<file path="config.mk">
export PLATFORM = sky130hd
export DESIGN_NAME = dha_queue
export DESIGN_NICKNAME = d
export VERILOG_FILES = /design/src/design/dha_pkg.sv /design/src/design/dha_queue.sv
export SDC_FILE = /design/constraint.sdc
export NUM_CORES = 1
export LEC_CHECK = 0
export BUFFER_PORTS_ARGS = -buffer_cell sky130_fd_sc_hd__buf_4
export CORE_ASPECT_RATIO = 0.75
export CORE_MARGIN = 1
export CORE_UTILIZATION = 47
export CTS_CLUSTER_SIZE = 14
export DETAILED_ROUTE_END_ITERATION = 10
export GPL_TIMING_DRIVEN = 0
export PLACE_DENSITY = 0.75
export SETUP_SLACK_MARGIN = 0.2
export SYNTH_ARGS = -nofsm -noshare
export SYNTH_HDL_FRONTEND = slang
export SYNTH_SLANG_ARGS = --single-unit
export TNS_END_PERCENT = 10
</file>
<file path="constraint.sdc">
create_clock -name clk_i -period 5.96 [get_ports clk_i]
set_clock_uncertainty 0.2 [all_clocks]
set_input_delay 1.192 -clock clk_i [delete_from_list [all_inputs] [get_ports clk_i]]
set_output_delay 1.192 -clock clk_i [all_outputs]
set_load 0.01 [all_outputs]
</file>
<file path="src/design/dha_pkg.sv">
// ----------------------------------------------------------------------------
// dha_pkg - shared types and constants of the drum hit analyser
// Field widths, fixed arithmetic constants, the job descriptor that passes
// from the loader to the scan engine, and the scan state encoding.
// ----------------------------------------------------------------------------
package dha_pkg;

  localparam int unsigned STORE_DEPTH_DEF = 65536;
  localparam int unsigned SAMPLE_BITS_DEF = 24;

  // Widest values the parameter ranges allow
  localparam int unsigned IDX_W_MAX = 20;
  localparam int unsigned CNT_W_MAX = IDX_W_MAX + 1;
  localparam int unsigned SMP_W_MAX = 32;

  localparam int unsigned RATE_W   = 18;
  localparam logic [RATE_W-1:0] RATE_RESET = 18'd48000;

  localparam int unsigned XTOT_W  = 16;
  localparam int unsigned XINIT_W = 12;
  localparam logic [XTOT_W-1:0]  XTOT_MAX  = '1;
  localparam logic [XINIT_W-1:0] XINIT_MAX = '1;

  // Result field widths
  localparam int unsigned CLASS_W = 2;
  localparam int unsigned PIDX_W  = 16;
  localparam int unsigned PLVL_W  = 24;
  localparam int unsigned DECAY_W = 16;
  localparam int unsigned FREQ_W  = 17;

  localparam int unsigned M_FIELDS_W = PIDX_W + PLVL_W + DECAY_W + XTOT_W + XINIT_W + FREQ_W;
  localparam int unsigned M_TDATA_W  = ((M_FIELDS_W + 7) / 8) * 8;
  localparam int unsigned M_TUSER_W  = CLASS_W + 1;

  // Exact integer forms of the fractional constants
  localparam int unsigned WINDOW_DIV  = 50;  // window = rate / 50
  localparam int unsigned THR_MUL     = 10;  // below threshold: 10*|x| < peak
  localparam int unsigned RATE_XMUL   = 5;   // high rate: 5*crossings > samples
  localparam int unsigned DECAY_MUL   = 20;  // short decay: 20*decay < 3*rate
  localparam int unsigned DECAY_RMUL  = 3;
  localparam int unsigned FREQ_MUL    = 25;

  localparam int unsigned QUEUE_DEPTH = 2;

  typedef enum logic [CLASS_W-1:0] {
    CLASS_HIHAT = 2'd0,
    CLASS_SNARE = 2'd1,
    CLASS_KICK  = 2'd2
  } drum_class_e;

  typedef enum logic [1:0] {
    S_IDLE,
    S_RD,
    S_CMP,
    S_FIN
  } scan_state_e;

  typedef struct packed {
    logic                 en;
    logic [IDX_W_MAX-1:0] addr;
    logic [SMP_W_MAX-1:0] data;
  } mem_wr_t;

  typedef struct packed {
    logic [CNT_W_MAX-1:0] cnt;
    logic [IDX_W_MAX-1:0] peak_pos;
    logic [SMP_W_MAX-1:0] peak;
    logic [XTOT_W-1:0]    xtot;
    logic [XINIT_W-1:0]   xinit;
    logic                 ovf;
    logic [RATE_W-1:0]    rate;
  } job_t;

endpackage

</file>
<file path="src/design/dha_queue.sv">
// ----------------------------------------------------------------------------
// dha_queue - job descriptor queue
// Short first-in first-out buffer of finished-hit descriptors between the
// loader and the scan engine.
// ----------------------------------------------------------------------------
module dha_queue (
  input  logic          clk_i,
  input  logic          rst_ni,
  input  logic          push_i,
  input  dha_pkg::job_t job_i,
  input  logic          pop_i,
  output logic          valid_o,
  output dha_pkg::job_t job_o
);
  import dha_pkg::*;

  localparam int unsigned PTR_W = $clog2(QUEUE_DEPTH);
  localparam int unsigned LVL_W = $clog2(QUEUE_DEPTH + 1);

  job_t              entry_q [QUEUE_DEPTH];
  logic [PTR_W-1:0]  wr_ptr_q, wr_ptr_d, rd_ptr_q, rd_ptr_d;
  logic [LVL_W-1:0]  lvl_q, lvl_d;
  logic              do_push, do_pop;

  assign do_push = push_i && (lvl_q != LVL_W'(QUEUE_DEPTH));
  assign do_pop  = pop_i && (lvl_q != '0);
  assign valid_o = (lvl_q != '0);
  assign job_o   = entry_q[rd_ptr_q];

  always_comb begin
    wr_ptr_d = wr_ptr_q;
    rd_ptr_d = rd_ptr_q;
    lvl_d    = lvl_q;
    if (do_push) begin
      wr_ptr_d = (wr_ptr_q == PTR_W'(QUEUE_DEPTH - 1)) ? '0 : wr_ptr_q + 1'b1;
    end
    if (do_pop) begin
      rd_ptr_d = (rd_ptr_q == PTR_W'(QUEUE_DEPTH - 1)) ? '0 : rd_ptr_q + 1'b1;
    end
    if (do_push && !do_pop) begin
      lvl_d = lvl_q + 1'b1;
    end else if (do_pop && !do_push) begin
      lvl_d = lvl_q - 1'b1;
    end
  end

  always_ff @(posedge clk_i or negedge rst_ni) begin
    if (!rst_ni) begin
      wr_ptr_q <= '0;
      rd_ptr_q <= '0;
      lvl_q    <= '0;
    end else begin
      wr_ptr_q <= wr_ptr_d;
      rd_ptr_q <= rd_ptr_d;
      lvl_q    <= lvl_d;
    end
  end

  always_ff @(posedge clk_i) begin
    if (do_push) entry_q[wr_ptr_q] <= job_i;
  end

endmodule

</file>
==> results.txt, run 1 <==
top-level port count: 245
largest buffer count on any clock path: 3
maximum ir drop on the vdd rail: 0.333 mV
Data required, critical path: 4.57 ns
x dimension of the die: 161 um
worst hold path class: input pin to async pin
worst slew slack as a fraction of its limit: 32.7%
total grt overflow: 0
leakage power summed over all cells: 0.00447 uW
Slew @ Worst Pin: 1.01 ns
Final Hold Viols: 0
highest clock frequency the design can meet: 304 MHz
area share of the leading cell type in the synthesized netlist: 81.2%
kind of cell adding the most delay to the critical path: buffers and inverters
clk slew on worst S/H paths: 0.06 ns
crit path launch type: register
layout cell share with drive strength beyond 1: 61.3%
number of buffers added for setup after CTS: 0
Yosys cell types: 14
commonest cells after routing, fill and taps aside: 245 x sky130_fd_sc_hd__buf_4, 240 x sky130_fd_sc_hd__edfxtp_1, 120 x sky130_fd_sc_hd__mux2_2
largest net degree at the start of global routing: 34
worst setup path startpoint: rd_ptr_q
overall via count from detail_route: 4598
fraction of the yosys area taken by sequential cells: 82.3%
launch instance of the worst register-to-register path: lvl_q[0]
Clock H-tree levels: 1
Placeable Area: 18500 um2
largest cells by area after synthesis: sky130_fd_sc_hd__edfxtp_1 81%, sky130_fd_sc_hd__mux2_2 15%, sky130_fd_sc_hd__buf_6 1.1%
post-synthesis instance total: 392
number of remaining DRC errors: 0
Total Nets Final: 793
post-detailed-placement half-perimeter wirelength: 11500 um
first-iteration detailed-routing DRC count: 220
minimum clock period: 3.28 ns
worst-skew pair later-pin latency: 0.50 ns
post-cts sizing count: 0
cell type with the highest occurrence count on the critical path: sky130_fd_sc_hd__buf_4
most frequent standard cell in the layout excluding fill and tap cells: sky130_fd_sc_hd__buf_4
synthesized net count: 517
Cell Pwr Density: 490 nW/um2
post-synthesis instance area: 8880 um2
cts hold-fix bufs: 0
number of setup violations in the final report: 0
final hold slack: 0.275 ns
Routed wire per std cell: 18.0 um
first-pass iteration count of the detailed router: 4
Max Slew Vio Count: 0
global-route wire length before repair: 25200 um
starting density of the core: 48.0%
Total Routing Usage GR: 16.7%
crit-path max FO: 10
result of the run: finished, final reports clean
die outline area: 19400 um2
library cell with the largest summed area after synthesis: sky130_fd_sc_hd__edfxtp_1
WP data arrival: 1.89 ns
count of antenna diodes in the layout: 0
number of antenna violations at the first check in global routing: 0
setup repair after global routing missed its margin: no
CTS Root Cell: sky130_fd_sc_hd__clkbuf_16
Routed Wire Length: 16800 um
Final Wtd Congestion: 0.738
final worst path period share: 55.1%
Die Span Y: 121 um
count of buffers from port buffering: 244
DP Area: 11200 um2
TritonCTS clock tree: done
number of sinks driven by the clock tree: 244
number of vias per cell after detailed routing: 4.94
critical path start-end classification: register to output pin
post-synthesis to final-layout area growth: 34.4%
ANT nets after route: 0
Max-cap violations: 0
highest-delay cell along the critical path: sky130_fd_sc_hd__dfrtp_1
via count of the first global-routing pass: 4991
post-route cell area: 11900 um2
mean instance size in the synthesized netlist: 22.6 um2
Critical path buffers and inverters: 3
TritonCTS buffer count: 24
flip-flop and latch count after synthesis: 244
Synth warnings: 0
CP endpoint kind: output pin
standard-cell row count: 43
cells along the critical path: buf_4 > buf_6 > mux2_2 > buf_4
max incr delay on CP: 0.40 ns
-- Yosys cell counts --
library cell	instances
sky130_fd_sc_hd__buf_2	3
sky130_fd_sc_hd__buf_4	1
sky130_fd_sc_hd__buf_6	9
sky130_fd_sc_hd__dfrtp_1	4
sky130_fd_sc_hd__edfxtp_1	240
sky130_fd_sc_hd__ha_1	1
sky130_fd_sc_hd__inv_1	3
sky130_fd_sc_hd__mux2_2	120
sky130_fd_sc_hd__nand2_1	1
sky130_fd_sc_hd__nor2_1	3
sky130_fd_sc_hd__o21ai_0	1
sky130_fd_sc_hd__or2_2	1
sky130_fd_sc_hd__xnor2_1	4
sky130_fd_sc_hd__xor2_1	1
-- metal layers --
layer / up-vias / GRT usage [%] / wire length [um]
li1: 2106 / - / -
met1: 2296 / 19.9 / 6740
met2: 170 / 28.3 / 8170
met3: 26 / 6.15 / 1440
met4: 0 / 5.00 / 425
met5: - / 0 / 0
-- state kept, by name, summed over array words and instances (netlist names) --
register and cells:
entry_q 240, lvl_q 2, rd_ptr_q 1, wr_ptr_q 1
-- worst register-to-register path, cell delays in order, from the launching register on --
cell	delay, ns
sky130_fd_sc_hd__dfrtp_1	0.42
sky130_fd_sc_hd__o21ai_0	0.34
sky130_fd_sc_hd__nor2_4	0.88
sky130_fd_sc_hd__buf_12	0.32
sky130_fd_sc_hd__buf_12	0.23
-- final timing paths --
check	endpoint	slack, ns	cells past startpoint
min reg2reg	wr_ptr_q	0.35	1
max reg2reg	entry_q[1][48]	3.24	4
max	job_o[33]	2.68	4
min in group clk_i	wr_ptr_q	0.35	1
max in group asynchronous	rd_ptr_q	5.18	1
min	wr_ptr_q	0.28	1
-- per-stage QoR --
step	worst slack, ns	power (uW)	TNS [ns]	utilization, %	cells
global placement	-3.64	4420	-872.70	59.5	883
floorplan	-1.22	3570	-293.10	-	392
global route	2.58	6100	0	64.5	931
CTS	2.63	5920	0	64.5	931
detailed placement	2.41	4420	0	60.3	889
finish	2.68	5850	0	64.5	931
-- power by group --
part / leakage [uW] / internal (uW) / total [uW] / switching [uW]
clock network: 0.000380 / 889 / 1480 / 592
registers: 0.00227 / 2340 / 2430 / 87.7
logic: 0.00182 / 1010 / 1940 / 926
total: 0.00447 / 4240 / 5850 / 1610
-- kinds of logic (layout without fill, tap and decap cells) --
logic type | count (synthesis) | count (layout) | synth area share (%)
flops | 244 | 244 | 82.3
buf+inv | 16 | 308 | 1.52
mux | 120 | 120 | 15.2
xor+xnor | 5 | 5 | 0.493
fa+ha+maj | 1 | 1 | 0.141
simple gates | 5 | 5 | 0.240
compound gates | 1 | 1 | 0.0563
-- layout make-up --
cell class | instances | area, um2
timing repair buffer | 250 | 1950
clock buffer | 27 | 633
fill | 1285 | 6580
sequential | 244 | 7310
clock inverter | 15 | 148
buffer | 13 | 124
inverter | 3 | 11.3
tap | 247 | 309
multi-input combinational | 132 | 1450
Note: power is estimated with default switching activity, not from simulation.
==> inputs of run 2 (changes only) <==
- clock period: 5.96 -> 2.95 ns (I/O delays scaled with it)
==> run 2 against run 1 <==
  * Via count fell by 0.50%
  * Non-clock buffer count rose by 3
  * Utilization barely moved
  * First-iteration DRC count fell by 1.8%
  * Clock power rose by 84%
  * Sequential share of layout area barely moved
  * Cell area barely moved
  * Flip-flop and latch count did not move
  * Power rose by 99%
  * Critical path depth did not move
  * Worst setup slack got worse by 2.3 ns
  * Highest routed layer unchanged
==> results.txt, run 2 (synthesis results as in run 1) <==
result of the run: finished, final reports clean
Data required, critical path: 2.16 ns (-2.41 ns)
Slew @ Worst Pin: 0.536 ns (-0.471 ns)
leakage power summed over all cells: 0.00447 uW (about the same)
Routed Wire Length: 16600 um (-0.88%)
CP endpoint kind: output pin
TritonCTS clock tree: done
flip-flop count of the largest register, all copies and words added: 240 (unchanged)
Top Metal Used: met4
worst hold path class: input pin to register
crit-path max FO: 10 (unchanged)
Setup TNS: 0 ns (unchanged)
starting density of the core: 48.0% (unchanged)
count of non-filler cells in the finished layout: 934 (+0.32%)
most frequent standard cell in the layout excluding fill and tap cells: sky130_fd_sc_hd__buf_4
number of vias per cell after detailed routing: 4.90 (-0.82%)
crit path launch type: register
top-level port count: 245 (unchanged)
final worst path period share: 88.8%
number of buffers added for setup after CTS: 0 (unchanged)
routed length on met3: 1550 um (+7.6%)
CTS Root Cell: sky130_fd_sc_hd__clkbuf_16
via count of the first global-routing pass: 4706 (-5.7%)
Die Span Y: 121 um (unchanged)
Switching Fraction: 28.0% (+0.50 points)
Cell Pwr Density: 973 nW/um2 (+98%)
total instance count after detailed placement: 891 (+0.22%)
layout cell share with drive strength beyond 1: 61.3% (about the same)
overall via count from detail_route: 4575 (-0.50%)
global-route wire length before repair: 24900 um (-1.0%)
total grt overflow: 0 (unchanged)
number of antenna violations at the first check in global routing: 0 (unchanged)
count of antenna diodes in the layout: 0 (unchanged)
worst-skew pair later-pin latency: 0.50 ns (about the same)
Total Nets Final: 796 (+0.38%)
Max-cap violations: 0 (unchanged)
die outline area: 19400 um2 (unchanged)
Max Slew Vio Count: 0 (unchanged)
TritonCTS buffer count: 24 (unchanged)
Met1 Routed Length: 6710 um (-0.43%)
share of total power in sequential cells: 42.2% (+0.6 points)
top flop regs: entry_q: 240 flops, lvl_q: 2 flops
relative contribution of the clock network to total power: 23.4% (-1.9 points)
critical path start-end classification: register to output pin
number of sinks driven by the clock tree: 244 (unchanged)
count of buffers from port buffering: 244 (unchanged)
first-iteration detailed-routing DRC count: 216 (-1.8%)
post-synthesis to final-layout area growth: 34.5% (about the same)
Final Hold Viols: 0 (unchanged)
metal2 WL: 7950 um (-2.7%)
clk slew on worst S/H paths: 0.06 ns (about the same)
worst slew slack as a fraction of its limit: 64.2% (+31 points)
first-pass iteration count of the detailed router: 4 (unchanged)
maximum ir drop on the vdd rail: 0.614 mV (+84%)
ANT nets after route: 0 (unchanged)
Total Routing Usage GR: 16.7% (+0.041 points)
x dimension of the die: 161 um (unchanged)
Routed wire per std cell: 17.8 um (-1.2%)
Fillers: 1299 (+1.1%)
cell-internal power: 8370 uW (+97%)
register with the most flip-flops: entry_q
Final Wtd Congestion: 0.735 (-0.43%)
WHS Path Cells: 1
minimum clock period: 2.62 ns
setup repair after global routing missed its margin: no
number of remaining DRC errors: 0 (unchanged)
WP data arrival: 1.83 ns (-0.06 ns)
highest clock frequency the design can meet: 382 MHz
standard-cell row count: 43 (unchanged)
relative contribution of combinational cells to total power: 34.3% (+1.2 points)
Power Total: 11600 uW (+99%)
commonest cells after routing, fill and taps aside: 244 x sky130_fd_sc_hd__buf_4, 240 x sky130_fd_sc_hd__edfxtp_1, 120 x sky130_fd_sc_hd__mux2_2
largest buffer count on any clock path: 3 (unchanged)
P_sw: 3250 uW (+100%)
largest net degree at the start of global routing: 34 (unchanged)
post-detailed-placement half-perimeter wirelength: 11300 um (-1.5%)
number of setup violations in the final report: 0 (unchanged)
Placeable Area: 18500 um2 (unchanged)
path depth of the worst reg2reg path: 5 (+1)
Clock H-tree levels: 1 (unchanged)
-- run 2: changes by cell type in the layout (fill, tap and decap cells not counted), sizes merged --
cell         before  now
inv               4    3
dlygate4sd3       0    1
clkinvlp          1    0
clkbuf           27   29
clkinv           10   13
bufinv            3    0
buf             263  265
-- run 2: cell type report --
cell class	instances	area, um2	share of cell area, %
sequential	244	7310	61.2
timing repair buffer	253	2020	16.9
multi-input combinational	132	1460	12.2
clock buffer	29	641	5.37
tap	247	309	2.59
buffer	13	128	1.07
clock inverter	13	61.3	0.514
inverter	3	11.3	0.0944
-- run 2: power groups by stage --
stage	Combinational (uW)	Sequential, uW	Clock (uW)
CTS	4050	4910	2800
detailed placement	4020	4980	0
global route	4250	4970	2910
global placement	3760	5010	0
finish	3990	4900	2720
floorplan	2150	4960	0
-- run 2: worst paths after layout --
kind | start | end | slack [ns]
min | job_i[119] | entry_q[1][119] | 0.07
min reg2reg | wr_ptr_q | wr_ptr_q | 0.36
max in group asynchronous | rst_ni | rd_ptr_q | 2.20
max reg2reg | lvl_q[1] | entry_q[0][6] | 0.89
max | rd_ptr_q | job_o[26] | 0.33
min in group asynchronous | rst_ni | lvl_q[0] | 0.24
-- run 2: metrics by stage --
step | hold WS (ns) | cell area [um2] | utilization [%] | worst slack [ns]
after floorplan | 0.0944 | 8900 | - | -0.129
after global placement | 0.187 | 11000 | 59.7 | -1.05
after detailed placement | 0.191 | 11200 | 60.6 | 0.715
after CTS | 0.0434 | 11900 | 64.5 | 0.238
after global routing | 0.0483 | 11900 | 64.5 | 0.251
final | 0.0704 | 11900 | 64.5 | 0.331
-- run 2: timing repair --
action                                  in CTS  in global routing
endpoints found under the setup margin       0                  3
resized for setup                            0                  1
hold endpoints to repair                     4                  0
hold buffers                                 1                  0
-- run 2: worst max-delay path: stages, from the launching register on --
cell	delay [ns]
sky130_fd_sc_hd__dfrtp_1	0.42
sky130_fd_sc_hd__buf_6	0.22
sky130_fd_sc_hd__buf_6	0.18
sky130_fd_sc_hd__mux2_2	0.35
sky130_fd_sc_hd__buf_4	0.15
-- run 2: routing by layer --
layer / up-vias / track usage [%]
met5: - / 0
met4: 0 / 5.00
met3: 31 / 6.25
met2: 181 / 27.5
met1: 2250 / 20.7
li1: 2113 / -
==> inputs of run 3 (changes only) <==
- HOLD_SLACK_MARGIN: default -> 0.12
- PLACE_DENSITY: 0.75 -> 0.82
==> run 3 against run 2 <==
  * Clock power grew 7%
  * Power grew 3.4%
  * Clock-buffer cell count grew 1
  * Via count grew 11%
  * Critical path type unchanged
==> results.txt, run 3 (synthesis results as in run 1) <==
Max Slew Vio Count: 0 (unchanged)
layout cell share with drive strength beyond 1: 52.2% (-9.1 points)
WP data arrival: 1.89 ns (+0.06 ns)
count of buffers from port buffering: 244 (unchanged)
total instance count after detailed placement: 891 (unchanged)
top flop regs: entry_q: 240 flops, lvl_q: 2 flops
minimum clock period: 2.68 ns (+0.0607 ns)
number of remaining DRC errors: 0 (unchanged)
result of the run: finished, final reports clean
CP endpoint kind: output pin
number of sinks driven by the clock tree: 244 (unchanged)
count of non-filler cells in the finished layout: 1054 (+13%)
largest net degree at the start of global routing: 34 (unchanged)
met1 demand-to-capacity share in global routing: 24.2% (+3.5 points)
number of antenna violations at the first check in global routing: 0 (unchanged)
Sequential cell area: 7310 um2 (unchanged)
relative contribution of combinational cells to total power: 34.7% (+0.4 points)
Max-cap violations: 0 (unchanged)
Die Span Y: 121 um (unchanged)
Routed wire per std cell: 18.3 um (+2.7%)
TritonCTS clock tree: done
Final Wtd Congestion: 0.763 (+3.8%)
number of vias per cell after detailed routing: 4.83 (-1.4%)
path depth of the worst reg2reg path: 5 (unchanged)
register with the most flip-flops: entry_q
crit-path max FO: 10 (unchanged)
die outline area: 19400 um2 (unchanged)
number of buffers added for setup after CTS: 0 (unchanged)
P_sw: 3370 uW (+3.7%)
area used by multi-input combinational logic: 1460 um2 (unchanged)
Placeable Area: 18500 um2 (unchanged)
overall via count from detail_route: 5089 (+11%)
crit path launch type: register
cts hold-fix bufs: 121 (+120)
post-cts sizing count: 0 (unchanged)
most frequent standard cell in the layout excluding fill and tap cells: sky130_fd_sc_hd__buf_4
highest clock frequency the design can meet: 373 MHz (-2.3%)
most congested layer reported by global routing: met2
global-route wire length before repair: 29300 um (+18%)
number of setup violations in the final report: 0 (unchanged)
DP Area: 11200 um2 (unchanged)
Routed Wire Length: 19300 um (+16%)
TritonCTS buffer count: 24 (unchanged)
first-iteration detailed-routing DRC count: 230 (+6.5%)
total grt overflow: 0 (unchanged)
met3 Usage GRT: 4.31% (-1.9 points)
first-pass iteration count of the detailed router: 6 (+2)
Slew @ Worst Pin: 0.440 ns (-0.0963 ns)
WHS Path Cells: 3 (+2)
Data required, critical path: 2.16 ns (about the same)
Total Nets Final: 916 (+15%)
count of antenna diodes in the layout: 0 (unchanged)
top-level port count: 245 (unchanged)
Switching Fraction: 28.0% (+0.073 points)
worst-skew pair later-pin latency: 0.50 ns (about the same)
clk slew on worst S/H paths: 0.06 ns (about the same)
Cell Pwr Density: 911 nW/um2 (-6.3%)
global-route met2 utilization: 34.9% (+7.4 points)
leakage power summed over all cells: 0.00499 uW (+12%)
starting density of the core: 48.0% (unchanged)
commonest cells after routing, fill and taps aside: 245 x sky130_fd_sc_hd__buf_4, 240 x sky130_fd_sc_hd__edfxtp_1, 121 x sky130_fd_sc_hd__dlygate4sd3_1
Final Hold Viols: 0 (unchanged)
worst slew slack as a fraction of its limit: 70.6% (+6.4 points)
standard-cell row count: 43 (unchanged)
Fillers: 1073 (-17%)
maximum ir drop on the vdd rail: 0.588 mV (-4.3%)
Total Routing Usage GR: 19.6% (+2.9 points)
final worst path period share: 90.8% (+2.1 points)
post-route cell area: 13200 um2 (+10%)
x dimension of the die: 161 um (unchanged)
cell-internal power: 8640 uW (+3.3%)
worst hold path class: input pin to register
Clock H-tree levels: 1 (unchanged)
CTS Root Cell: sky130_fd_sc_hd__clkbuf_16
Setup TNS: 0 ns (unchanged)
via count of the first global-routing pass: 5480 (+16%)
largest buffer count on any clock path: 3 (unchanged)
share of total power in sequential cells: 41.0% (-1.2 points)
setup repair after global routing missed its margin: no
post-synthesis to final-layout area growth: 48.5%
flip-flop count of the largest register, all copies and words added: 240 (unchanged)
critical path start-end classification: register to output pin
post-detailed-placement half-perimeter wirelength: 11600 um (+2.8%)
ANT nets after route: 0 (unchanged)
relative contribution of the clock network to total power: 24.3% (+0.9 points)
[run 3: cell count changes in the layout (fill, tap and decap cells not counted), sizes merged]
cell	previous run	this run
dlygate4sd3	1	121
clkinv	13	9
bufinv	0	2
clkbuf	29	30
clkinvlp	0	1
[run 3: worst max-delay path: stages, from the launching register on]
cell and delay (ns):
sky130_fd_sc_hd__dfrtp_1 0.38, sky130_fd_sc_hd__buf_4 0.28, sky130_fd_sc_hd__buf_6 0.20, sky130_fd_sc_hd__mux2_2 0.36, sky130_fd_sc_hd__buf_4 0.15
[run 3: through the flow]
stage               utilization, %  hold WS, ns  total power (uW)  worst slack (ns)
CTS                           71.2        0.173             12000             0.238
global route                  71.2        0.200             12500             0.206
finish                        71.2        0.186             12000             0.270
global placement              59.7        0.186              8740            -0.945
detailed placement            60.6        0.192              8990             0.759
floorplan                        -       0.0944              7120            -0.129
[run 3: final cells by class]
class	count	area share, %
clock buffer	30	4.89
multi-input combinational	132	11.1
clock inverter	12	0.807
tap	247	2.34
inverter	3	0.0854
timing repair buffer	373	24.4
buffer	13	0.940
sequential	244	55.4
[run 3: routing by layer]
layer  vias up  part of all wire, %
met3        36                  6.1
met2       208                   51
met4         0                  2.6
met1      2489                   41
li1       2356                    -
met5         -                    0
[run 3: worst paths after layout]
path,slack (ns),endpoint,startpoint
worst max-delay path,0.27,job_o[86],rd_ptr_q
worst min-delay path,0.19,rd_ptr_q,pop_i
worst max register to register,0.92,entry_q[0][13],lvl_q[1]
worst min register to register,0.38,wr_ptr_q,wr_ptr_q
max in group asynchronous,2.22,wr_ptr_q,rst_ni
min in group asynchronous,0.22,lvl_q[1],rst_ni
[run 3: power by group through the flow]
| stage | combinational, uW | clock (uW) | sequential [uW] |
|---|---|---|---|
| final | 4170 | 2920 | 4920 |
| after global routing | 4430 | 3100 | 4990 |
| after CTS | 4160 | 2960 | 4920 |
| after detailed placement | 4000 | 0 | 4990 |
| after global placement | 3730 | 0 | 5010 |
| after floorplan | 2150 | 0 | 4960 |
