[src/design/dha_pkg.sv]
// ----------------------------------------------------------------------------
// dha_pkg - shared types and constants of the drum hit analyser
// Field widths, fixed arithmetic constants, the job descriptor that passes
// from the loader to the scan engine, and the scan state encoding.
// ----------------------------------------------------------------------------
package dha_pkg;

  localparam int unsigned STORE_DEPTH_DEF = 65536;
  localparam int unsigned SAMPLE_BITS_DEF = 24;

  // Widest values the parameter ranges allow
  localparam int unsigned IDX_W_MAX = 20;
  localparam int unsigned CNT_W_MAX = IDX_W_MAX + 1;
  localparam int unsigned SMP_W_MAX = 32;

  localparam int unsigned RATE_W   = 18;
  localparam logic [RATE_W-1:0] RATE_RESET = 18'd48000;

  localparam int unsigned XTOT_W  = 16;
  localparam int unsigned XINIT_W = 12;
  localparam logic [XTOT_W-1:0]  XTOT_MAX  = '1;
  localparam logic [XINIT_W-1:0] XINIT_MAX = '1;

  // Result field widths
  localparam int unsigned CLASS_W = 2;
  localparam int unsigned PIDX_W  = 16;
  localparam int unsigned PLVL_W  = 24;
  localparam int unsigned DECAY_W = 16;
  localparam int unsigned FREQ_W  = 17;

  localparam int unsigned M_FIELDS_W = PIDX_W + PLVL_W + DECAY_W + XTOT_W + XINIT_W + FREQ_W;
  localparam int unsigned M_TDATA_W  = ((M_FIELDS_W + 7) / 8) * 8;
  localparam int unsigned M_TUSER_W  = CLASS_W + 1;

  // Exact integer forms of the fractional constants
  localparam int unsigned WINDOW_DIV  = 50;  // window = rate / 50
  localparam int unsigned THR_MUL     = 10;  // below threshold: 10*|x| < peak
  localparam int unsigned RATE_XMUL   = 5;   // high rate: 5*crossings > samples
  localparam int unsigned DECAY_MUL   = 20;  // short decay: 20*decay < 3*rate
  localparam int unsigned DECAY_RMUL  = 3;
  localparam int unsigned FREQ_MUL    = 25;

  localparam int unsigned QUEUE_DEPTH = 2;

  typedef enum logic [CLASS_W-1:0] {
    CLASS_HIHAT = 2'd0,
    CLASS_SNARE = 2'd1,
    CLASS_KICK  = 2'd2
  } drum_class_e;

  typedef enum logic [1:0] {
    S_IDLE,
    S_RD,
    S_CMP,
    S_FIN
  } scan_state_e;

  typedef struct packed {
    logic                 en;
    logic [IDX_W_MAX-1:0] addr;
    logic [SMP_W_MAX-1:0] data;
  } mem_wr_t;

  typedef struct packed {
    logic [CNT_W_MAX-1:0] cnt;
    logic [IDX_W_MAX-1:0] peak_pos;
    logic [SMP_W_MAX-1:0] peak;
    logic [XTOT_W-1:0]    xtot;
    logic [XINIT_W-1:0]   xinit;
    logic                 ovf;
    logic [RATE_W-1:0]    rate;
  } job_t;

endpackage

[src/design/dha_front.sv]
// ----------------------------------------------------------------------------
// dha_front - sample loader
// Accepts samples, writes them to the store, tracks the first peak and the
// sign changes, and hands a job descriptor to the scan engine on the last
// item of a hit.
// ----------------------------------------------------------------------------
module dha_front #(
  parameter int unsigned STORE_DEPTH = dha_pkg::STORE_DEPTH_DEF,
  parameter int unsigned SAMPLE_BITS = dha_pkg::SAMPLE_BITS_DEF
) (
  input  logic                      clk_i,
  input  logic                      rst_ni,
  input  logic                      valid_i,
  output logic                      ready_o,
  input  logic [SAMPLE_BITS-1:0]    sample_i,
  input  logic                      last_i,
  input  logic                      busy_i,
  input  logic [dha_pkg::RATE_W-1:0] rate_i,
  output dha_pkg::mem_wr_t          mem_wr_o,
  output logic                      push_o,
  output dha_pkg::job_t             job_o
);
  import dha_pkg::*;

  localparam int unsigned IDX_W = $clog2(STORE_DEPTH);
  localparam int unsigned CNT_W = IDX_W + 1;

  logic [CNT_W-1:0]       cnt_q, cnt_d, cnt_upd;
  logic [SAMPLE_BITS-1:0] peak_q, peak_d, peak_upd;
  logic [IDX_W-1:0]       pos_q, pos_d, pos_upd;
  logic                   neg_q, neg_d, neg_upd;
  logic [XTOT_W-1:0]      xtot_q, xtot_d, xtot_upd;
  logic [XINIT_W-1:0]     xinit_q, xinit_d, xinit_upd;
  logic                   ovf_q, ovf_d, ovf_upd;

  logic                   accept, full, neg, in_win;
  logic [SAMPLE_BITS-1:0] mag_x;
  logic [IDX_W-1:0]       idx;
  logic [31:0]            win_end;

  assign ready_o = !busy_i;
  assign accept  = valid_i && ready_o;
  assign full    = (cnt_q == CNT_W'(STORE_DEPTH));
  assign idx     = cnt_q[IDX_W-1:0];
  assign neg     = sample_i[SAMPLE_BITS-1];
  assign mag_x   = neg ? (~sample_i + 1'b1) : sample_i;

  // Inside the window when 50*(i+1) <= rate, i.e. i < rate/50 rounded down
  assign win_end = (32'(cnt_q) + 32'd1) * 32'(WINDOW_DIV);
  assign in_win  = (win_end <= 32'(rate_i));

  always_comb begin
    cnt_upd   = cnt_q;
    peak_upd  = peak_q;
    pos_upd   = pos_q;
    neg_upd   = neg_q;
    xtot_upd  = xtot_q;
    xinit_upd = xinit_q;
    ovf_upd   = ovf_q;
    if (accept) begin
      if (full) begin
        ovf_upd = 1'b1;
      end else begin
        cnt_upd = cnt_q + 1'b1;
        if (mag_x > peak_q) begin
          peak_upd = mag_x;
          pos_upd  = idx;
        end
        if (cnt_q != '0 && neg != neg_q) begin
          if (xtot_q != XTOT_MAX) xtot_upd = xtot_q + 1'b1;
          if (in_win && xinit_q != XINIT_MAX) xinit_upd = xinit_q + 1'b1;
        end
        neg_upd = neg;
      end
    end
  end

  assign push_o = accept && last_i;

  // Clear the hit state once its descriptor has gone
  assign cnt_d   = push_o ? '0   : cnt_upd;
  assign peak_d  = push_o ? '0   : peak_upd;
  assign pos_d   = push_o ? '0   : pos_upd;
  assign neg_d   = push_o ? 1'b0 : neg_upd;
  assign xtot_d  = push_o ? '0   : xtot_upd;
  assign xinit_d = push_o ? '0   : xinit_upd;
  assign ovf_d   = push_o ? 1'b0 : ovf_upd;

  always_comb begin
    job_o.cnt      = CNT_W_MAX'(cnt_upd);
    job_o.peak_pos = IDX_W_MAX'(pos_upd);
    job_o.peak     = SMP_W_MAX'(peak_upd);
    job_o.xtot     = xtot_upd;
    job_o.xinit    = xinit_upd;
    job_o.ovf      = ovf_upd;
    job_o.rate     = rate_i;
  end

  always_comb begin
    mem_wr_o.en   = accept && !full;
    mem_wr_o.addr = IDX_W_MAX'(idx);
    mem_wr_o.data = SMP_W_MAX'(sample_i);
  end

  always_ff @(posedge clk_i or negedge rst_ni) begin
    if (!rst_ni) begin
      cnt_q   <= '0;
      peak_q  <= '0;
      pos_q   <= '0;
      neg_q   <= 1'b0;
      xtot_q  <= '0;
      xinit_q <= '0;
      ovf_q   <= 1'b0;
    end else begin
      cnt_q   <= cnt_d;
      peak_q  <= peak_d;
      pos_q   <= pos_d;
      neg_q   <= neg_d;
      xtot_q  <= xtot_d;
      xinit_q <= xinit_d;
      ovf_q   <= ovf_d;
    end
  end

endmodule

[config.mk]
export PLATFORM = sky130hd
export DESIGN_NAME = dha_front
export DESIGN_NICKNAME = d
export VERILOG_FILES = /design/src/design/dha_pkg.sv /design/src/design/dha_front.sv
export SDC_FILE = /design/constraint.sdc
export NUM_CORES = 1
export LEC_CHECK = 0
export BUFFER_PORTS_ARGS = -buffer_cell sky130_fd_sc_hd__buf_2
export CORE_MARGIN = 4
export CORE_UTILIZATION = 40
export DETAILED_ROUTE_END_ITERATION = 10
export PLACE_DENSITY = 0.61
export SETUP_SLACK_MARGIN = 0.02
export SYNTH_ARGS = -nofsm -noshare
export SYNTH_HDL_FRONTEND = slang
export SYNTH_SLANG_ARGS = --single-unit
[constraint.sdc]
create_clock -name clk_i -period 8.6 [get_ports clk_i]
set_input_delay 0.86 -clock clk_i [delete_from_list [all_inputs] [get_ports clk_i]]
set_output_delay 0.86 -clock clk_i [all_outputs]
set_load 0.02 [all_outputs]
==> results.sh, run 1 <==
export IMPL_outcome="finished, final reports clean"
export IMPL_drv_cap=0
export IMPL_rsz0062_at_grt="false"
export IMPL_power_density_nw_per_um2=197
export IMPL_hpwl_um=16100
export IMPL_antenna_cells=0
export IMPL_cts_tree="yes"
export IMPL_critPathMaxStageDelay_ns=0.54
export IMPL_hold_path_class="in2async"
export IMPL_rr_worst_depth=29
export IMPL_grt_pass1_wl_um=33200
export IMPL_grtUsageTotal_pct=16.9
export IMPL_core_um2=21000
export IMPL_drt_wl_total_um=20200
export IMPL_dr_pass1_iters=4
export IMPL_design_area_um2=9590
export IMPL_htreeDepth=3
export IMPL_die_h_um=154
export IMPL_power_w=0.00189
export IMPL_area_delta_synth_final_pct=11.8
export IMPL_synth_ff_type="dfrtp_1"
export IMPL_reg2reg_from="cnt_q[0]$_DFF_PN0_"
export IMPL_ys_seq_area_share_pct=25.4
export IMPL_cts_path_max_buffers=2
export IMPL_route_detailed_wl_per_inst_um=14.8
export IMPL_r2r_slack_ns=1.78
export IMPL_cp_start_kind="register"
export IMPL_port_buffers=193
export IMPL_viasPerCell=4.88
export IMPL_drive_above_1_share_pct=24.1
export IMPL_io_pins=222
export IMPL_synth_avg_cell_area_um2=8.90
export IMPL_grt_pass1_vias=6599
export IMPL_start_util_pct=40.8
export IMPL_crit_top_cell="ha_1"
export IMPL_cp_required_ns=7.74
export IMPL_dr_first_iter_drc_count=198
export IMPL_path_clk_slew_ns=0.07
export IMPL_min_period_ns=7.96
export IMPL_cp_slowest_cell="or4_4"
export IMPL_gp_congestion=0.808
export IMPL_antenna_found_initial=0
export IMPL_rows=53
export IMPL_setup_violations=0
export IMPL_p_leak_nw=5.44
export IMPL_place_area_um2=9250
export IMPL_irDropWorstVdd_mv=0.146
export IMPL_cts_root_buf="clkbuf_16"
export IMPL_synth_edf_count=0
export IMPL_dp_cells=1350
export IMPL_vias=6665
export IMPL_clkSinkCount=87
export IMPL_grt_max_degree=97
export IMPL_layout_cells_non_filler=1367
export IMPL_critPathMaxFanout=12
export IMPL_numCtsBuffers=9
export IMPL_die_width_um=154
export IMPL_synth_warnings=0
export IMPL_fin_util_pct=45.6
export IMPL_drv_slew=0
export IMPL_synth_seq_cells=87
export IMPL_relSlewSlack_pct=26.3
export IMPL_hold_viol_final=0
export IMPL_path_class="reg2out"
export IMPL_holdBufCountCts=0
export IMPL_regToRegEndpoint="xinit_q[1]$_DFF_PN0_"
export IMPL_syn_area_um2=8570
export IMPL_drc=0
export IMPL_fin_tns_setup_ns=0
export IMPL_fmax_mhz=126
export IMPL_grt_overflow_total=0
export IMPL_crit_arrival_ns=7.10
export IMPL_skew_ns=0.00779
export IMPL_antenna_left=0
export IMPL_synth_distinct_cells=58
export IMPL_worst_pin_slew_ns=1.10
export IMPL_final_nets=1249
export IMPL_period_share_pct=92.6
export IMPL_clkLatencyLatePin_ns=0.34
export IMPL_synthArstFlopShare_pct=100
export IMPL_synth_cells=963
export IMPL_endpoint_kind="primary output"
export IMPL_nFillCells=2133
export IMPL_die_area_um2=23800
==> flip-flops by register name (all words and copies together) (netlist names) <==
name and flops:
peak_q 24, ovf_q 1, xinit_q 12, cnt_q 17
xtot_q 16, pos_q 16, neg_q 1
==> worst max-delay path: cells and delay by family (launching register included) <==
| family | cells | cell delay (ns) |
|---|---|---|
| AO/OA/AOI/OAI | 5 | 0.74 |
| buffers and inverters | 4 | 0.43 |
| adder cells (fa/ha/maj) | 6 | 2.00 |
| AND/OR/NAND/NOR | 12 | 2.53 |
| XOR/XNOR | 3 | 0.58 |
| flip-flops | 1 | 0.47 |
==> metrics by stage <==
step | hold slack [ns] | setup WS, ns
2_1_floorplan | 0.516 | 1.26
3_3_place_gp | 0.527 | 0.533
3_5_place_dp | 0.539 | 0.318
4_1_cts | 0.534 | 0.327
5_1_grt | 0.570 | 0.0377
6_report | 0.519 | 0.640
==> power breakdown <==
part / internal (W) / total (W) / switching [W]
clock: 0.000234 / 0.000397 / 0.000163
combinational: 0.000396 / 0.000947 / 0.000551
sequential: 0.000488 / 0.000548 / 0.0000591
==> cell families (layout without fill, tap and decap cells) <==
| logic type | after synthesis | in the layout | synth area share, % |
|---|---|---|---|
| and+or+nand+nor | 285 | 285 | 18.2 |
| buffers and inverters | 219 | 321 | 13.5 |
| adders and majority gates | 115 | 115 | 17.9 |
| AOI/OAI and AO/OA | 106 | 106 | 8.06 |
| xor gates and xnor gates | 94 | 94 | 9.60 |
| DFF | 87 | 87 | 25.4 |
| muxes | 56 | 56 | 7.21 |
| other | 1 | 28 | 0.0437 |
==> routing by layer <==
| metal | track usage [%] | part of all wire [%] | up-vias |
|---|---|---|---|
| met5 | 0 | 0 | - |
| met4 | 2.90 | 0.71 | 0 |
| met3 | 3.41 | 6.0 | 9 |
| met2 | 29.6 | 48 | 165 |
| met1 | 21.9 | 45 | 3142 |
| li1 | - | - | 3349 |
==> Yosys cell counts (18+ instances only) <==
cell type    n  area (um2)
a21oi_1     31         155
and2_1      84         526
buf_4       87         653
clkbuf_1    18        67.6
dfrtp_1     87        2180
ha_1       102        1280
inv_1      109         409
mux2_2      41         462
nand2_1     71         267
nand3_1     25         125
nor2_1      26        97.6
o21ai_0     21         105
xnor2_1     66         578
xor2_1      28         245
==> layout make-up <==
| type | instances | area, um2 | area share, % |
|---|---|---|---|
| Timing Repair Buffer | 196 | 1000 | 10.5 |
| Inverter | 109 | 409 | 4.27 |
| Clock inverter | 4 | 53.8 | 0.561 |
| Clock buffer | 12 | 246 | 2.57 |
| Multi-Input combinational cell | 684 | 5350 | 55.8 |
| Sequential cell | 87 | 2180 | 22.7 |
| Tap cell | 275 | 344 | 3.59 |
==> layout by cell type, fill, tap and decap left out, types with 3 or more instances in the layout <==
| master | instances |
|---|---|
| o211ai_1 | 5 |
| and3_1 | 16 |
| dfrtp_1 | 85 |
| mux2_2 | 41 |
| nor4_1 | 6 |
| clkbuf_16 | 9 |
| a211oi_1 | 3 |
| o21ai_0 | 21 |
| nand4_1 | 14 |
| o41ai_1 | 5 |
| nor2b_1 | 4 |
| fa_1 | 13 |
| buf_4 | 3 |
| nand2b_1 | 15 |
| xor2_1 | 28 |
| ha_1 | 102 |
| a31oi_1 | 5 |
| and4_1 | 4 |
| buf_2 | 192 |
| a21o_1 | 15 |
| inv_1 | 109 |
| o31ai_1 | 4 |
| and2_1 | 84 |
| mux2_1 | 5 |
| o21a_1 | 4 |
| nor2_1 | 26 |
| mux2i_1 | 10 |
| a21oi_1 | 31 |
| conb_1 | 28 |
| nand3_1 | 25 |
| nand2_1 | 70 |
| nor3_1 | 6 |
| xnor2_1 | 66 |
==> worst max-delay path by stage <==
| stage | end | start | slack (ns) |
|---|---|---|---|
| final | job_o[27] | cnt_q[0]$_DFF_PN0_ | 0.64 |
| after global routing | job_o[27] | cnt_q[0]$_DFF_PN0_ | 0.04 |
| after CTS | job_o[27] | cnt_q[0]$_DFF_PN0_ | 0.33 |
| after detailed placement | job_o[28] | cnt_q[0]$_DFF_PN0_ | 0.32 |
| after global placement | job_o[27] | cnt_q[0]$_DFF_PN0_ | 0.53 |
| after floorplan | job_o[27] | cnt_q[0]$_DFF_PN0_ | 1.26 |
==> what timing repair did <==
item                                    4_1_cts  5_1_grt
buffers inserted                              1        0
gates cloned                                  0        0
endpoints found under the setup margin       11       12
resized for setup                             0        4
pin swaps                                     1        1
Note: power is estimated with default switching activity, not from simulation.
==> run 2, diff against run 1 <==
--- a/config.mk
+++ b/config.mk
@@ -9,7 +9,7 @@
 export CORE_MARGIN = 4
 export CORE_UTILIZATION = 40
 export DETAILED_ROUTE_END_ITERATION = 10
-export PLACE_DENSITY = 0.61
+export PLACE_DENSITY_LB_ADDON = 0.12
 export SETUP_SLACK_MARGIN = 0.02
 export SYNTH_ARGS = -nofsm -noshare
 export SYNTH_HDL_FRONTEND = slang
==> run 2 against run 1 <==
  * Clock skew up 0.0031 ns
  * Register-to-register slack worse by 0.17 ns
  * Non-clock buffer count up 1
  * Sequential power down 0.7%
  * Worst hold slack worse by 0.017 ns
  * Setup slack worse by 0.17 ns
  * Final cell count about the same
  * Total power up 2.6%
  * Count of clock-buffer cells in the layout down 2
  * Combinational power about the same
  * Critical endpoint is now job_o[20]
  * Largest power group unchanged
  * Highest routed layer unchanged
==> results.sh, run 2 (synthesized netlist as in run 1, its figures left out) <==
export IMPL_outcome="finished, final reports clean"
export IMPL_min_period_ns=8.13
export IMPL_dp_cells=1350
export IMPL_top_regs="peak_q (24), cnt_q (17)"
export IMPL_crit_top_cell="ha_1"
export IMPL_hpwl_um=16400
export IMPL_final_nets=1250
export IMPL_path_class="reg2out"
export IMPL_irDropWorstVdd_mv=0.127
export IMPL_start_util_pct=40.8
export IMPL_pre_cts_ws_ns=0.371
export IMPL_clkLatencyLatePin_ns=0.35
export IMPL_grt_overflow_total=0
export IMPL_largest_reg_flops=24
export IMPL_cp_start_kind="register"
export IMPL_rsz0062_at_grt="false"
export IMPL_dr_pass1_iters=4
export IMPL_path_clk_slew_ns=0.07
export IMPL_multi_input_area_um2=5380
export IMPL_power_density_nw_per_um2=201
export IMPL_antenna_found_initial=0
export IMPL_cts_path_max_buffers=2
export IMPL_numCtsBuffers=9
export IMPL_viasPerCell=4.81
export IMPL_drv_cap=0
export IMPL_period_share_pct=94.5
export IMPL_crit_buf_inv=6
export IMPL_hold_path_class="in2async"
export IMPL_port_buffers=193
export IMPL_mostFrequentLayoutCell="buf_2"
export IMPL_cp_slowest_cell="or4_4"
export IMPL_clkSinkCount=87
export IMPL_nFillCells=2094
export IMPL_cts_root_buf="clkbuf_16"
export IMPL_htreeDepth=3
export IMPL_cts_tree="yes"
export IMPL_area_delta_synth_final_pct=12.5
export IMPL_antenna_left=0
export IMPL_gp_congestion=0.776
export IMPL_drt_wl_total_um=20500
export IMPL_relSlewSlack_pct=27.5
export IMPL_antenna_cells=0
export IMPL_skew_ns=0.0109
export IMPL_holdBufCountCts=0
export IMPL_dr_first_iter_drc_count=196
export IMPL_rows=53
export IMPL_fin_tns_setup_ns=0
export IMPL_grt_pass1_wl_um=33500
export IMPL_worst_pin_slew_ns=1.09
export IMPL_crit_arrival_ns=7.27
export IMPL_drc=0
export IMPL_top_register="peak_q"
export IMPL_layout_cells_non_filler=1368
export IMPL_die_area_um2=23800
export IMPL_grt_pass1_vias=6627
export IMPL_final_cell_mix="buf_2, inv_1, ha_1"
export IMPL_drv_slew=0
export IMPL_drive_above_1_share_pct=24.7
export IMPL_seqCellArea_um2=2180
export IMPL_route_detailed_wl_per_inst_um=15.0
export IMPL_critPathMaxStageDelay_ns=0.54
export IMPL_die_width_um=154
export IMPL_r2r_slack_ns=1.61
export IMPL_fmax_mhz=123
export IMPL_path_delay_family="simple AND/OR/NAND/NOR gates"
export IMPL_endpoint_kind="primary output"
export IMPL_grtUsageTotal_pct=17.4
export IMPL_fin_ws_ns=0.472
export IMPL_grt_max_degree=97
export IMPL_hold_viol_final=0
export IMPL_cp_required_ns=7.74
export IMPL_critPathMaxFanout=11
export IMPL_setup_violations=0
export IMPL_core_um2=21000
export IMPL_vias=6585
export IMPL_io_pins=222
export IMPL_p_leak_nw=5.46
export IMPL_die_h_um=154
run 2: cell count changes in the layout (fill, tap and decap cells not counted), sizes merged:
cell | previous run | this run
buf | 196 | 197
bufinv | 1 | 2
clkbuf | 12 | 10
clkinvlp | 2 | 0
inv | 110 | 113
run 2: what timing repair did:
action,CTS,global route
setup endpoints to repair,6,12
setup buffers,0,2
pin swaps,1,1
gates resized for setup,0,8
hold endpoints to repair,0,0
run 2: path summary, 6_finish.rpt:
check / from / endpoint / cells after the start
min in group clk_i: neg_q$_DFFE_PN0P_ / neg_q$_DFFE_PN0P_ / 2
worst max-delay path: cnt_q[0]$_DFF_PN0_ / job_o[20] / 30
max in group asynchronous: rst_ni / peak_q[8]$_DFF_PN0_ / 2
worst min register to register: neg_q$_DFFE_PN0P_ / neg_q$_DFFE_PN0P_ / 2
worst max register to register: cnt_q[0]$_DFF_PN0_ / xinit_q[1]$_DFF_PN0_ / 30
worst min-delay path: rst_ni / xinit_q[9]$_DFF_PN0_ / 1
run 2: metal layers:
layer  part of all wire (%)  routed length [um]  global-route usage (%)  vias up
li1                       -                   -                       -     3339
met1                     45                9200                    21.7     3070
met2                     48                9840                    30.4      150
met3                    5.4                1120                    3.33       26
met4                    1.7                 352                    5.05        0
met5                      0                   0                       0        -
run 2: power breakdown:
part / switching, W / internal [W]
Clock: 0.000179 / 0.000267
Sequential: 0.0000562 / 0.000488
Combinational: 0.000556 / 0.000394
run 2: stage by stage:
stage	total power [W]	cell area, um2	utilization, %	hold slack, ns
CTS	0.00197	9590	45.6	0.531
finish	0.00194	9640	45.9	0.502
detailed placement	0.00151	9250	44.0	0.534
global route	0.00211	9640	45.9	0.552
floorplan	0.00126	8670	-	0.516
global placement	0.00151	9250	44.0	0.526
run 2: area by class of cell:
class	count	area share [%]
clock inverter	6	0.986
inverter	109	4.24
sequential	87	22.6
multi-input combinational	684	55.8
tap	275	3.57
timing repair buffer	197	10.4
clock buffer	10	2.48
==> run 3, diff against run 2 <==
--- a/config.mk
+++ b/config.mk
@@ -7,7 +7,7 @@
 export LEC_CHECK = 0
 export BUFFER_PORTS_ARGS = -buffer_cell sky130_fd_sc_hd__buf_2
 export CORE_MARGIN = 4
-export CORE_UTILIZATION = 40
+export CORE_UTILIZATION = 55
 export DETAILED_ROUTE_END_ITERATION = 10
 export PLACE_DENSITY_LB_ADDON = 0.12
 export SETUP_SLACK_MARGIN = 0.02
==> run 3 against run 2 <==
  * Sequential share of layout area up 0.25 points
  * Global-route usage up 4.3 points
  * Count of clock-buffer cells in the layout up 1
  * First-iteration DRC count up 18%
  * Clock power down 8.5%
  * Worst hold slack worse by 0.071 ns
  * Highest routed layer unchanged
==> results.sh, run 3 (synthesized netlist as in run 1, its figures left out) <==
export IMPL_power_w=0.00190
export IMPL_antenna_found_initial=0
export IMPL_cts_root_buf="clkbuf_16"
export IMPL_cts_path_max_buffers=2
export IMPL_route_detailed_wl_per_inst_um=14.4
export IMPL_fin_tns_setup_ns=0
export IMPL_setup_violations=0
export IMPL_mostFrequentLayoutCell="buf_2"
export IMPL_die_h_um=133
export IMPL_fin_ws_ns=0.673
export IMPL_rr_worst_depth=29
export IMPL_path_clk_slew_ns=0.07
export IMPL_min_period_ns=7.93
export IMPL_worst_pin_slew_ns=1.06
export IMPL_antenna_cells=0
export IMPL_hpwl_um=14900
export IMPL_pre_cts_ws_ns=0.443
export IMPL_outcome="finished, final reports clean"
export IMPL_power_frac_comb_pct=49.8
export IMPL_cp_start_kind="register"
export IMPL_drt_wl_total_um=18800
export IMPL_irDropWorstVdd_mv=0.146
export IMPL_period_share_pct=92.2
export IMPL_gp_congestion=0.830
export IMPL_crit_arrival_ns=7.07
export IMPL_path_delay_family="simple AND/OR/NAND/NOR gates"
export IMPL_hold_path_class="in2async"
export IMPL_cp_required_ns=7.74
export IMPL_grt_overflow_total=0
export IMPL_htreeDepth=3
export IMPL_top_register="peak_q"
export IMPL_numCtsBuffers=9
export IMPL_r2r_slack_ns=1.80
export IMPL_fmax_mhz=126
export IMPL_path_class="reg2out"
export IMPL_cts_tree="yes"
export IMPL_drc=0
export IMPL_drive_above_1_share_pct=24.5
export IMPL_die_area_um2=17600
export IMPL_viasPerCell=5.06
export IMPL_top_regs="peak_q (24), cnt_q (17)"
export IMPL_reg2reg_from="cnt_q[0]$_DFF_PN0_"
export IMPL_grt_pass1_wl_um=31700
export IMPL_core_um2=15300
export IMPL_holdBufCountCts=0
export IMPL_relSlewSlack_pct=29.4
export IMPL_grt_pass1_vias=6641
export IMPL_vias=6587
export IMPL_critPathMaxFanout=12
export IMPL_rows=45
export IMPL_clkLatencyLatePin_ns=0.33
export IMPL_crit_buf_inv=5
export IMPL_port_buffers=193
export IMPL_fin_util_pct=62.5
export IMPL_drv_cap=0
export IMPL_skew_ns=0.00799
export IMPL_switching_share_pct=40.8
export IMPL_area_delta_synth_final_pct=11.2
export IMPL_endpoint_kind="primary output"
export IMPL_dr_pass1_iters=5
export IMPL_power_density_nw_per_um2=200
export IMPL_p_leak_nw=5.45
export IMPL_cp_slowest_cell="or4_4"
export IMPL_grtUsageTotal_pct=21.6
export IMPL_io_pins=222
export IMPL_grt_max_degree=97
export IMPL_clkSinkCount=87
export IMPL_rsz0062_at_grt="false"
export IMPL_final_nets=1249
export IMPL_p_int_w=0.00113
export IMPL_power_frac_seq_pct=28.7
export IMPL_regToRegEndpoint="xinit_q[1]$_DFF_PN0_"
export IMPL_critPathMaxStageDelay_ns=0.53
export IMPL_dr_first_iter_drc_count=231
export IMPL_crit_top_cell="ha_1"
export IMPL_clockPowerShare_pct=21.4
export IMPL_drv_slew=0
export IMPL_hold_viol_final=0
export IMPL_p_switching_w=0.000778
export IMPL_largest_reg_flops=24
export IMPL_antenna_left=0
export IMPL_start_util_pct=56.2
export IMPL_die_width_um=133
export IMPL_final_cell_mix="buf_2, inv_1, ha_1"
## run 3: timing repair
action | 4_1_cts | 5_1_grt
gates resized for setup | 0 | 6
setup buffers | 0 | 1
setup endpoints to repair | 0 | 12
## run 3: final cells by class
cell class / instances / area, um2
fillers: 1425 / 5720
multi-input cells: 684 / 5360
flip-flops and latches: 87 / 2180
repair buffers: 196 / 1000
inverters: 109 / 409
well taps: 211 / 264
clock buffers: 11 / 253
clock inverters: 5 / 63.8
## run 3: metal layers
layer	GRT usage, %	wire length [um]	vias up
li1	-	-	3347
met1	27.5	8230	3075
met2	38.5	9270	154
met3	4.56	1190	11
met4	3.29	118	0
met5	0	0	-
## run 3: worst max-delay path by stage
stage                       start        end  cells after the start
2_1_floorplan  cnt_q[0]$_DFF_PN0_  job_o[27]                     29
3_3_place_gp   cnt_q[0]$_DFF_PN0_  job_o[27]                     29
3_5_place_dp   cnt_q[0]$_DFF_PN0_  job_o[23]                     29
4_1_cts        cnt_q[0]$_DFF_PN0_  job_o[28]                     29
5_1_grt        cnt_q[0]$_DFF_PN0_  job_o[28]                     30
6_report       cnt_q[0]$_DFF_PN0_  job_o[27]                     30
## run 3: power groups by stage
stage	clock (W)	sequential (W)	combinational, W
after floorplan	0	0.000529	0.000733
after global placement	0	0.000548	0.000940
after detailed placement	0	0.000553	0.000951
after CTS	0.000417	0.000546	0.000960
after global routing	0.000433	0.000559	0.00107
final	0.000408	0.000547	0.000949
## run 3: through the flow
step	cells	hold slack [ns]	cell area [um2]
finish	1303	0.431	9530
floorplan	990	0.516	8670
global placement	1286	0.526	9170
CTS	1302	0.439	9490
global route	1303	0.458	9530
detailed placement	1286	0.544	9170
